--- src/design/mmsphp_pkg.sv ---
// Shared types, codes and constants of the MMS PDU header parser.
// Used by mmsphp_step and mms_pdu_header_parser_unit; depends on nothing.
`default_nettype none

package mmsphp_pkg;

   // Widest invoke identifier accepted, in bytes, and width of the length field.
   localparam int INVOKE_MAX_BYTES = 4;
   localparam int LENGTH_BITS      = 16;

   // The one counter serves the length field (one or two bytes) and the invoke bytes.
   localparam int CNT_BITS_RAW = $clog2(INVOKE_MAX_BYTES + 1);
   localparam int CNT_BITS     = (CNT_BITS_RAW < 2) ? 2 : CNT_BITS_RAW;

   // Tag and marker byte values.
   localparam logic [7:0] TAG_UP        = 8'ha0;
   localparam logic [7:0] TAG_DOWN      = 8'ha1;
   localparam logic [7:0] TAG_INVOKE    = 8'h02;
   localparam logic [7:0] LEN_LONG1     = 8'h81;
   localparam logic [7:0] LEN_LONG2     = 8'h82;
   localparam logic [7:0] TAG_EXT       = 8'hbf;
   localparam logic [7:0] TAG_FILE_DIR  = 8'h4d;
   localparam logic [7:0] TAG_READ      = 8'ha4;
   localparam logic [7:0] INVOKE_MAX_B  = 8'(INVOKE_MAX_BYTES);

   // Parser phases.
   localparam logic [3:0] PH_IDLE  = 4'd0;
   localparam logic [3:0] PH_SEEK  = 4'd1;
   localparam logic [3:0] PH_LEN0  = 4'd2;
   localparam logic [3:0] PH_LENX  = 4'd3;
   localparam logic [3:0] PH_ITAG  = 4'd4;
   localparam logic [3:0] PH_ISIZE = 4'd5;
   localparam logic [3:0] PH_IDATA = 4'd6;
   localparam logic [3:0] PH_SVC   = 4'd7;
   localparam logic [3:0] PH_SVC2  = 4'd8;
   localparam logic [3:0] PH_DONE  = 4'd9;

   // Result status codes.
   localparam logic [3:0] ST_FILE_DIR   = 4'd0;
   localparam logic [3:0] ST_READ       = 4'd1;
   localparam logic [3:0] ST_OTHER      = 4'd2;
   localparam logic [3:0] ST_NO_DIR     = 4'd3;
   localparam logic [3:0] ST_BAD_LEN    = 4'd4;
   localparam logic [3:0] ST_LEN_MISM   = 4'd5;
   localparam logic [3:0] ST_BAD_ITAG   = 4'd6;
   localparam logic [3:0] ST_WIDE_INV   = 4'd7;
   localparam logic [3:0] ST_TRUNCATED  = 4'd8;

   typedef struct packed {
      logic [3:0]             phase;
      logic [15:0]            byte_position;
      logic [LENGTH_BITS-1:0] declared_length;
      logic [31:0]            invoke_value;
      logic [CNT_BITS-1:0]    bytes_left;
      logic                   direction_seen;
      logic [15:0]            pkt_length;
      logic [15:0]            tag_index;
   } state_type;

   typedef struct packed {
      logic [3:0]  status;
      logic        direction;
      logic [31:0] invoke_number;
      logic [15:0] service_offset;
   } result_type;

endpackage

`default_nettype wire

--- src/design/mmsphp_step.sv ---
// Next-state and result logic for one packet byte of the header parser.
// Purely combinational; depends on mmsphp_pkg.
`default_nettype none

module mmsphp_step (
   input  wire mmsphp_pkg::state_type  cur_state,
   input  wire logic [7:0]             data_byte,
   input  wire logic                   start_of_packet,
   input  wire logic                   last_byte,
   input  wire logic [15:0]            packet_length,
   output mmsphp_pkg::state_type       next_state,
   output logic                        emit,
   output mmsphp_pkg::result_type      result
);
   import mmsphp_pkg::*;

   state_type           st;
   logic                len_check;
   logic                with_inv;
   logic [3:0]          status;
   logic [15:0]         offset;
   logic [16:0]         after;
   logic                mismatch;
   logic [CNT_BITS-1:0] cnt_dec;

   always_comb begin
      st        = cur_state;
      len_check = 1'b0;
      emit      = 1'b0;
      with_inv  = 1'b0;
      status    = ST_OTHER;
      offset    = '0;
      if (start_of_packet) begin
         st            = '0;
         st.pkt_length = packet_length;
         st.phase      = PH_SEEK;
      end
      after    = {1'b0, st.byte_position} + 17'd1;
      mismatch = (after > {1'b0, st.pkt_length});
      cnt_dec  = st.bytes_left - CNT_BITS'(1);

      if (st.phase != PH_IDLE && st.phase != PH_DONE) begin
         unique case (st.phase)
            PH_SEEK: begin
               if (data_byte == TAG_UP || data_byte == TAG_DOWN) begin
                  st.direction_seen = (data_byte == TAG_DOWN);
                  st.phase          = PH_LEN0;
               end
            end
            PH_LEN0: begin
               if (data_byte < LEN_LONG1) begin
                  st.declared_length = LENGTH_BITS'(data_byte);
                  len_check          = 1'b1;
               end else if (data_byte == LEN_LONG1 || data_byte == LEN_LONG2) begin
                  st.declared_length = '0;
                  st.bytes_left      = CNT_BITS'(data_byte[1:0]);
                  st.phase           = PH_LENX;
               end else begin
                  emit   = 1'b1;
                  status = ST_BAD_LEN;
                  offset = st.byte_position;
               end
            end
            PH_LENX: begin
               st.declared_length = LENGTH_BITS'({st.declared_length, data_byte});
               st.bytes_left      = cnt_dec;
               len_check          = (cnt_dec == '0);
            end
            PH_ITAG: begin
               if (data_byte != TAG_INVOKE) begin
                  emit   = 1'b1;
                  status = ST_BAD_ITAG;
                  offset = st.byte_position;
               end else begin
                  st.phase = PH_ISIZE;
               end
            end
            PH_ISIZE: begin
               if (data_byte > INVOKE_MAX_B) begin
                  emit   = 1'b1;
                  status = ST_WIDE_INV;
                  offset = st.byte_position - 16'd1;
               end else begin
                  st.invoke_value = '0;
                  st.bytes_left   = CNT_BITS'(data_byte);
                  st.phase        = (data_byte == 8'd0) ? PH_SVC : PH_IDATA;
               end
            end
            PH_IDATA: begin
               st.invoke_value = {st.invoke_value[23:0], data_byte};
               st.bytes_left   = cnt_dec;
               if (cnt_dec == '0) begin
                  st.phase = PH_SVC;
               end
            end
            PH_SVC: begin
               st.tag_index = st.byte_position;
               if (data_byte == TAG_READ) begin
                  emit     = 1'b1;
                  status   = ST_READ;
                  with_inv = 1'b1;
                  offset   = st.byte_position;
               end else if (data_byte == TAG_EXT) begin
                  st.phase = PH_SVC2;
               end else begin
                  emit     = 1'b1;
                  status   = ST_OTHER;
                  with_inv = 1'b1;
                  offset   = st.byte_position;
               end
            end
            PH_SVC2: begin
               emit     = 1'b1;
               status   = (data_byte == TAG_FILE_DIR) ? ST_FILE_DIR : ST_OTHER;
               with_inv = 1'b1;
               offset   = st.tag_index;
            end
            default: begin
            end
         endcase

         // The declared length must match the bytes that follow the length field.
         if (len_check) begin
            if (mismatch || (16'(st.declared_length) != (st.pkt_length - after[15:0])))
            begin
               emit   = 1'b1;
               status = ST_LEN_MISM;
               offset = after[15:0];
            end else begin
               st.phase = PH_ITAG;
            end
         end

         // Packet ended before the outcome was settled.
         if (!emit && last_byte) begin
            emit     = 1'b1;
            status   = (st.phase == PH_SEEK) ? ST_NO_DIR : ST_TRUNCATED;
            with_inv = (st.phase == PH_SVC) || (st.phase == PH_SVC2);
            offset   = after[15:0];
         end

         if (emit) begin
            st.phase = PH_DONE;
         end
         st.byte_position = after[15:0];
      end

      next_state            = st;
      result.status         = status;
      result.direction      = st.direction_seen;
      result.invoke_number  = with_inv ? st.invoke_value : 32'd0;
      result.service_offset = offset;
   end

endmodule

`default_nettype wire

--- src/design/mms_pdu_header_parser_unit.sv ---
// Top level of the MMS PDU header parser: input beat register, parser state and
// result register. Depends on mmsphp_pkg and mmsphp_step.
//
// Usage: packet bytes enter on the req_ channel, one byte per beat, with
// req_start_of_packet on the first byte (which also samples req_packet_length)
// and req_last_byte on the final one. For each packet the block returns exactly
// one status beat on the rsp_ channel, produced by the byte on which the outcome
// is settled; the remaining bytes of that packet are consumed without a result.
// A start of packet in the middle of a packet silently drops the old one.
//
// The byte that settles the result is first captured in the input register, and
// its result is then loaded into the result register that drives rsp_valid; a
// waiting result can hold the byte in the input register in between.
// Throughput: one byte per cycle while no result waits on rsp_ready; the parser
// state advances once per byte through the combinational logic of mmsphp_step.
//
// Stalls: when rsp_ready is low with a result waiting, the input register holds
// its byte and req_ready falls once that register is occupied. As soon as the
// result is taken the pipeline moves on in the same cycle, so no bubble follows.
//
// Reset (synchronous, active high) empties both registers and returns the parser
// to idle; bytes without a start of packet are then ignored.
`default_nettype none

module mms_pdu_header_parser_unit (
   input  wire logic        clock,
   input  wire logic        reset,
   input  wire logic        req_valid,
   output logic             req_ready,
   input  wire logic [7:0]  req_data_byte,
   input  wire logic        req_start_of_packet,
   input  wire logic        req_last_byte,
   input  wire logic [15:0] req_packet_length,
   output logic             rsp_valid,
   input  wire logic        rsp_ready,
   output logic [3:0]       rsp_status,
   output logic             rsp_direction,
   output logic [31:0]      rsp_invoke_number,
   output logic [15:0]      rsp_service_offset
);
   import mmsphp_pkg::*;

   // Input beat register.
   logic        in_valid_ff, in_valid_in;
   logic [7:0]  in_byte_ff;
   logic        in_sop_ff;
   logic        in_last_ff;
   logic [15:0] in_len_ff;

   // Parser state and result register.
   state_type   state_ff, state_in;
   logic        rsp_valid_ff, rsp_valid_in;
   result_type  rsp_ff;

   logic        advance;
   logic        req_fire;
   logic        step_emit;
   result_type  step_result;

   // The held byte is processed when the result register is free or being emptied.
   assign advance   = in_valid_ff && (!rsp_valid_ff || rsp_ready);
   assign req_ready = !in_valid_ff || advance;
   assign req_fire  = req_valid && req_ready;

   mmsphp_step u_step (
      .cur_state       (state_ff),
      .data_byte       (in_byte_ff),
      .start_of_packet (in_sop_ff),
      .last_byte       (in_last_ff),
      .packet_length   (in_len_ff),
      .next_state      (state_in),
      .emit            (step_emit),
      .result          (step_result)
   );

   always_comb begin
      in_valid_in = in_valid_ff;
      if (req_fire) begin
         in_valid_in = 1'b1;
      end else if (advance) begin
         in_valid_in = 1'b0;
      end

      priority if (advance) begin
         rsp_valid_in = step_emit;
      end else if (rsp_ready) begin
         rsp_valid_in = 1'b0;
      end else begin
         rsp_valid_in = rsp_valid_ff;
      end
   end

   always_ff @(posedge clock) begin
      if (reset) begin
         in_valid_ff  <= 1'b0;
         rsp_valid_ff <= 1'b0;
         state_ff     <= '0;
      end else begin
         in_valid_ff  <= in_valid_in;
         rsp_valid_ff <= rsp_valid_in;
         if (advance) begin
            state_ff <= state_in;
         end
      end
   end

   // Payload registers carry no reset.
   always_ff @(posedge clock) begin
      if (req_fire) begin
         in_byte_ff <= req_data_byte;
         in_sop_ff  <= req_start_of_packet;
         in_last_ff <= req_last_byte;
         in_len_ff  <= req_packet_length;
      end
      if (advance && step_emit) begin
         rsp_ff <= step_result;
      end
   end

   assign rsp_valid          = rsp_valid_ff;
   assign rsp_status         = rsp_ff.status;
   assign rsp_direction      = rsp_ff.direction;
   assign rsp_invoke_number  = rsp_ff.invoke_number;
   assign rsp_service_offset = rsp_ff.service_offset;

   // The input side only stalls behind a waiting result.
   a_stall_cause: assert property (@(posedge clock) disable iff (reset)
      !req_ready |-> (rsp_valid && !rsp_ready))
      else $error("req_ready low without a stalled result");

   // Status codes stay inside the defined set.
   a_status_range: assert property (@(posedge clock) disable iff (reset)
      rsp_valid |-> (rsp_status <= ST_TRUNCATED))
      else $error("undefined status code");

   // Without a direction tag nothing else of the header was decoded.
   a_no_dir_clean: assert property (@(posedge clock) disable iff (reset)
      (rsp_valid && rsp_status == ST_NO_DIR)
      |-> (!rsp_direction && rsp_invoke_number == 32'd0))
      else $error("no-direction result carries header fields");

   // Errors before the invoke identifier never report one.
   a_early_err_inv: assert property (@(posedge clock) disable iff (reset)
      (rsp_valid && (rsp_status == ST_BAD_LEN || rsp_status == ST_LEN_MISM ||
                     rsp_status == ST_BAD_ITAG || rsp_status == ST_WIDE_INV))
      |-> (rsp_invoke_number == 32'd0))
      else $error("invoke identifier reported on an early error");

endmodule

`default_nettype wire
--- config.mk ---
export PLATFORM = sky130hd
export DESIGN_NAME = mms_pdu_header_parser_unit
export DESIGN_NICKNAME = d
export VERILOG_FILES = /design/src/design/mmsphp_pkg.sv /design/src/design/mmsphp_step.sv /design/src/design/mms_pdu_header_parser_unit.sv
export SDC_FILE = /design/constraint.sdc
export NUM_CORES = 1
export LEC_CHECK = 0
export BUFFER_PORTS_ARGS = -buffer_cell sky130_fd_sc_hd__buf_2
export CORE_ASPECT_RATIO = 0.6
export CORE_MARGIN = 2
export CORE_UTILIZATION = 60
export CTS_CLUSTER_DIAMETER = 60
export DETAILED_ROUTE_END_ITERATION = 7
export PLACE_DENSITY = 0.8
export SETUP_SLACK_MARGIN = 0.5
export SKIP_LAST_GASP = 1
export SLEW_MARGIN = 20
export SYNTH_ARGS = -nofsm -noshare
export SYNTH_HDL_FRONTEND = slang
export SYNTH_SLANG_ARGS = --single-unit
--- constraint.sdc ---
create_clock -name clock -period 9.6 [get_ports clock]
set_input_delay 0 -clock clock [delete_from_list [all_inputs] [get_ports clock]]
set_output_delay 0 -clock clock [all_outputs]
set_load 0.005 [all_outputs]
# Yosys cells after proc, flatten, opt, wreduce, memory -nomap -nowiden
# Index checks and enable logic that the tools add are counted.
# totals
register_bits,185
wordCells,139
# classes
addsub,4
order_cmp,3
eq_ne,21
muxes,73
reduce_logical,20
# op_table
cell,count
$mux W16,14
$mux W104,1
$pmux W16 S5,1
$mux W72,1
$mux W4,17
$pmux W32 S2,1
$eq A8 B8 Y1 const B,6
$mux W35,1
$pmux W16 S2,1
$pmux W4 S6,1
$mux W1,23
$eq A4 B3 Y1 const B,5
$pmux W4 S5,1
$add A16 B1 Y17 const B,1
$gt A17 B16 Y1,1
$ne A16 B16 Y1,1
$sub A16 B1 Y16 const B,1
$sub A16 B16 Y16,1
$mux W3,5
$pmux W3 S3,1
$eq A4 B1 Y1 const B,2
$eq A4 B2 Y1 const B,2
$eq A4 B4 Y1 const B,2
$eq A8 B7 Y1 const B,1
other kinds (16),30

# Depth between registers and ports, before layout
# depth
ltp_word,17
depth_mapped,24
ltp_nobuf,17

# By module
# A second synthesis with hierarchy kept.
# unflattened
hier_cells,1379
area_unflattened_um2,12376.9
# by_module_without_submodules
module,n_inst,cells_each,area_per_inst_um2
mms_pdu_header_parser_unit,1,542,7154.4
mmsphp_step,1,837,5222.5

# Least setup slack after synthesis
# OpenSTA, ideal clock, no wires.
# synth_timing
path_type,reg-to-reg
start,register in_sop_ff
end,register rsp_ff (netlist bit rsp_direction) (enable)
setup_time_ps,494
t_arrival_ps,6367
t_required_ps,9106
setup_slack_ps,2739
path_stages_with_launch,23
n_path_buf,9
cell_sequence,edfxtp_1 > buf_6 > buf_6 > buf_2 > buf_2 > buf_2 > clkbuf_1 > clkbuf_1 > buf_1 > buf_1 > mux2i_1 > ha_1 > nor2b_1 > o31a_1 > o31ai_1 > a31oi_1 > or3_1 > a32o_1 > or4_4 > nor4_4 > nor2_4 > o31ai_2 > inv_1
# synth_via
elab_chain_len,16
elab_cells_between_ends,33
# synth_lines
element,line,text
start: declaration,mms_pdu_header_parser_unit.sv:46,logic in_sop_ff;
start signal: assignment,mms_pdu_header_parser_unit.sv:111,in_sop_ff <= req_start_of_packet;
$mux W104 (*),mmsphp_step.sv:33,if (start_of_packet) begin
branches (longest 13 deep; another with $add A16 B1 Y17),--,
$mux W1 (*),mmsphp_step.sv:42,if (st.phase != PH_IDLE && st.phase != PH_DONE) begin
$logic_and A1 B1 Y1 (*),mms_pdu_header_parser_unit.sv:115,if (advance && step_emit) begin
end signal: assignment,mms_pdu_header_parser_unit.sv:116,rsp_ff <= step_result;
end: declaration,mms_pdu_header_parser_unit.sv:53,result_type rsp_ff;
# Mark *: on every way between the ends. The select of a mux whose other input is x is not followed.
# A chain may end at the register's enable or synchronous reset.

# Final worst setup path
# layout_timing
start,register in_sop_ff
end,register rsp_ff (netlist bit rsp_invoke_number[30]) (enable)
# The elaborated chain is that of the path after synthesis.

==> results by group <==
Min path
  – Hold-critical path depth: 2
  – Min-Delay Endpoint: in_len_ff[3]$_DFFE_PP_
  – Hold_sp: req_packet_length[3]
  – Type of the worst min-delay path: input port to flip-flop

Finish
  – Post-layout net count: between 1000 and 1500
  – Seq. cell area: about 0.0045 mm^2
  – Layout-stage area growth over the synthesis result: 13.1%
  – Summed area of non-filler cells in the final layout: 0.0118 mm^2
  – Commonest cells after routing, fill and taps aside: nor2_1 (203), dfxtp_1 (106), a22oi_1 (102)
  – Most common cell after layout, fill and taps aside: nor2_1
  – Ratio of cells with drive above 1 in the final layout: 13.5%
  – Filler cell count: ~1400
  – Post-Layout Cell Count: approximately 1500
  – Total inserted antenna cells: 0
  – Area of combinational cells with multiple inputs: 0.00545 mm^2

Route
  – Via total after detailed routing: a little under 10000
  – Pre-Repair DR Iteration Count: 6
  – Vias per std cell: between 6 and 7
  – Antenna-violating nets left: 0
  – Total DRC errors in the routed layout: 0
  – Aggregate routed wire length: 30.7 mm
  – Number of violations reported at the end of detailed-routing iteration 0: 1405
  – Detailed-route wire length per cell: 20.6 um

Die
  – Initial Util: between 60% and 70%
  – Number of standard-cell rows in the floorplan: 37
  – Top Ports: 85
  – Die boundary height: around 110 um
  – Die outline width: 174 um
  – Floorplan die area: 0.0185 mm^2
  – Floorplan core area: 0.0171 mm^2

Clock tree
  – Buffer count from post-CTS setup fixing: 0
  – TritonCTS clock tree: done
  – Number of buffers created by CTS: 17
  – Clock Tree Buf Depth: 2
  – Skew-Pair Late Insertion Delay: 0.44 ns
  – Clk sinks: 185
  – Clock Root Buffer: clkbuf_16
  – Deepest level of the CTS H-tree: 4
  – CTS clk-pin slew, worst paths: 0.07 ns

Placement
  – Placer congestion estimate: ~1.0
  – Placed Cells: 1428
  – Count of buffers inserted at the top-level ports: 84
  – DP Wirelength: roughly 21 mm
  – Total cell area at the placement stage: 0.0109 mm^2

Global route
  – Vias in the first global route: 8554
  – Maximum number of pins on one net before global-route repair: around 80
  – First-pass GRT wire length: 48.3 mm
  – Antenna violations before repair: 0
  – Total congestion overflow: 0
  – Overall track demand over capacity in global routing: 33.6%

Yosys
  – Fraction of registers with async set/reset: 0%
  – Mapped cell area: 0.0104 mm^2
  – Cells after Synth: 1182
  – Area share of the largest cell type after synthesis: 22.8%
  – Net Count, Synth: approximately 1200
  – Post-synthesis register bit count: 185
  – Total number of yosys warnings: 0
  – Number of enable flip-flop cells after synthesis: 79
  – Cells taking the most area after synthesis: edfxtp_1 (23%), dfxtp_1 (20%), a22oi_1 (7.3%)
  – Largest area contributor in the synthesized netlist: edfxtp_1
  – Primary FF master, synth: dfxtp_1
  – Count of unique library cells instantiated by Yosys: 87
  – Fraction of the yosys area taken by sequential cells: between 40 and 50%
  – Avg Cell Area, Syn: 8.82 um^2

Setup path
  – Worst R2R Setup Slack: 2.81 ns
  – CP Class: flip-flop to flip-flop
  – Source of the worst register-to-register timing path: in_sop_ff$_DFFE_PP_
  – Startpoint type of the worst setup path: flip-flop
  – Worst-path maximum fanout: 53
  – Data arrival time of the critical path: 6.68 ns
  – Critical Path RT: 9.49 ns
  – Worst Setup End Kind: flip-flop
  – End of the worst register-to-register path: rsp_invoke_number[30]$_SDFFCE_PN0P_
  – Number of cells on the worst reg-to-reg path: 15

STA
  – Actual slew at the worst max-slew pin: 1.02 ns
  – Tmin final: 6.79 ns
  – Maximum operating frequency: ~150 MHz
  – Share of the clock period used by the worst path: 70.8%
  – Setup-failing EPs final: 0
  – Final count of pins violating max slew: 0
  – Post-Route Setup TNS: 0 ns
  – Max-slew headroom: a little under a third
  – Number of failing hold endpoints at the final stage: 0
  – Unrepaired setup endpoints after global routing: false
  – Fin Clk Skew: 0.0138 ns

Power
  – Clock share of power: about two fifths
  – Switching power: 0.487 mW
  – Internal portion of total power: between 1 and 1.5 mW
  – Worst IR drop on VDD: around 100 uV
  – Part of the total power dissipated in combinational logic: 12.5%
  – Leakage power: 4.24 nW
  – Power per cell area: 149 mW/mm^2
  – Power share of the sequential group: 48.6%
  – Switching Fraction: 27.8%

Run status
  – Outcome: finished, final reports clean

Flow run
  – Count of maximum capacitance violations: 0
## flip-flops by register name, indices dropped and copies added (netlist names)
| name | cells |
|---|---|
| rsp_service_offset | 16 |
| state_ff | 104 |
| rsp_invoke_number | 32 |
| in_sop_ff | 1 |
| in_len_ff | 16 |
| in_last_ff | 1 |
| rsp_direction | 1 |
| in_valid_ff | 1 |
| in_byte_ff | 8 |
| rsp_status | 4 |
| rsp_valid | 1 |
## cell usage after synthesis, types with 11 or more instances
| cell | instances |
|---|---|
| a211oi_1 | 28 |
| a21oi_1 | 62 |
| a22oi_1 | 102 |
| a31oi_1 | 15 |
| buf_2 | 13 |
| clkbuf_1 | 66 |
| dfxtp_1 | 106 |
| edfxtp_1 | 79 |
| ha_1 | 26 |
| inv_1 | 29 |
| mux2i_1 | 18 |
| nand2_1 | 66 |
| nand2b_1 | 13 |
| nand3_1 | 31 |
| nand4_1 | 11 |
| nor2_1 | 204 |
| nor2b_1 | 16 |
| nor3_1 | 28 |
| o21ai_0 | 54 |
| xnor2_1 | 19 |
## area by class of cell
type	count	share of cell area [%]
Multi-Input combinational cell	877	46.3
Sequential cell	185	38.1
Timing Repair Buffer	133	7.35
Clock buffer	19	3.67
Tap cell	234	2.48
Clock inverter	13	1.17
Inverter	29	0.934
## per-stage QoR
stage	hold slack, ns	util (%)	setup WS [ns]	total power [mW]
floorplan	0.0989	-	2.74	1.01
global placement	0.177	63.8	3.66	1.07
global route	0.263	69.0	2.41	1.81
CTS	0.249	68.9	3.35	1.75
finish	0.260	69.0	2.81	1.75
detailed placement	0.178	63.8	3.40	1.07
## metal layers
layer	vias to the layer above	wire length [um]	global-route usage (%)
met1	4523	14000	52.6
met3	48	4490	12.4
met4	0	472	8.40
li1	4494	-	-
met5	-	0	0
met2	638	11700	42.5
## critical path, cell delays in order, from the launching register on
cell and delay (ns):
edfxtp_1 0.35, buf_4 0.42, buf_4 0.59, mux2i_1 0.49
ha_1 0.32, nor2b_1 0.14, o31a_1 0.27, o31ai_1 0.50
a31oi_1 0.19, or3_1 0.33, a32o_1 0.27, or4_4 0.55
nor4_4 0.37, nor2_4 0.17, o31ai_2 0.37, clkinv_2 0.80
## how the worst max path moves through the flow
stage                   startpoint                             endpoint  slack (ns)  depth (start not counted)
3_3_place_gp   in_sop_ff$_DFFE_PP_  rsp_invoke_number[30]$_SDFFCE_PN0P_        3.66                         15
4_1_cts        in_sop_ff$_DFFE_PP_  rsp_invoke_number[15]$_SDFFCE_PN0P_        3.35                         15
3_5_place_dp   in_sop_ff$_DFFE_PP_  rsp_invoke_number[31]$_SDFFCE_PN0P_        3.40                         15
6_report       in_sop_ff$_DFFE_PP_  rsp_invoke_number[30]$_SDFFCE_PN0P_        2.81                         15
5_1_grt        in_sop_ff$_DFFE_PP_  rsp_invoke_number[15]$_SDFFCE_PN0P_        2.41                         15
2_1_floorplan  in_sop_ff$_DFFE_PP_              rsp_direction$_DFFE_PP_        2.74                         22
## power by group through the flow
stage,Sequential [mW],Clock [mW],Combinational [mW]
4_1_cts,0.850,0.688,0.212
2_1_floorplan,0.860,0,0.150
6_report,0.851,0.680,0.219
3_5_place_dp,0.868,0,0.202
3_3_place_gp,0.867,0,0.202
5_1_grt,0.852,0.720,0.236
## kinds of logic (layout without fill, tap and decap cells)
family          count (synthesis)  after routing  share of synthesized area [%]
compound gates                355            355                           23.4
buf+inv                       120            194                           4.86
simple gates                  444            444                           20.4
fa+ha+maj                      27             27                           3.31
flops                         185            185                           43.1
mux                            20             20                           1.95
xor+xnor                       31             31                           2.87
## repair_timing
item / CTS / global route
resized for setup: 0 / 0
hold buffers: 30 / 0
hold endpoints to repair: 57 / 0
No activity file was read; power rests on OpenSTA's default activity.
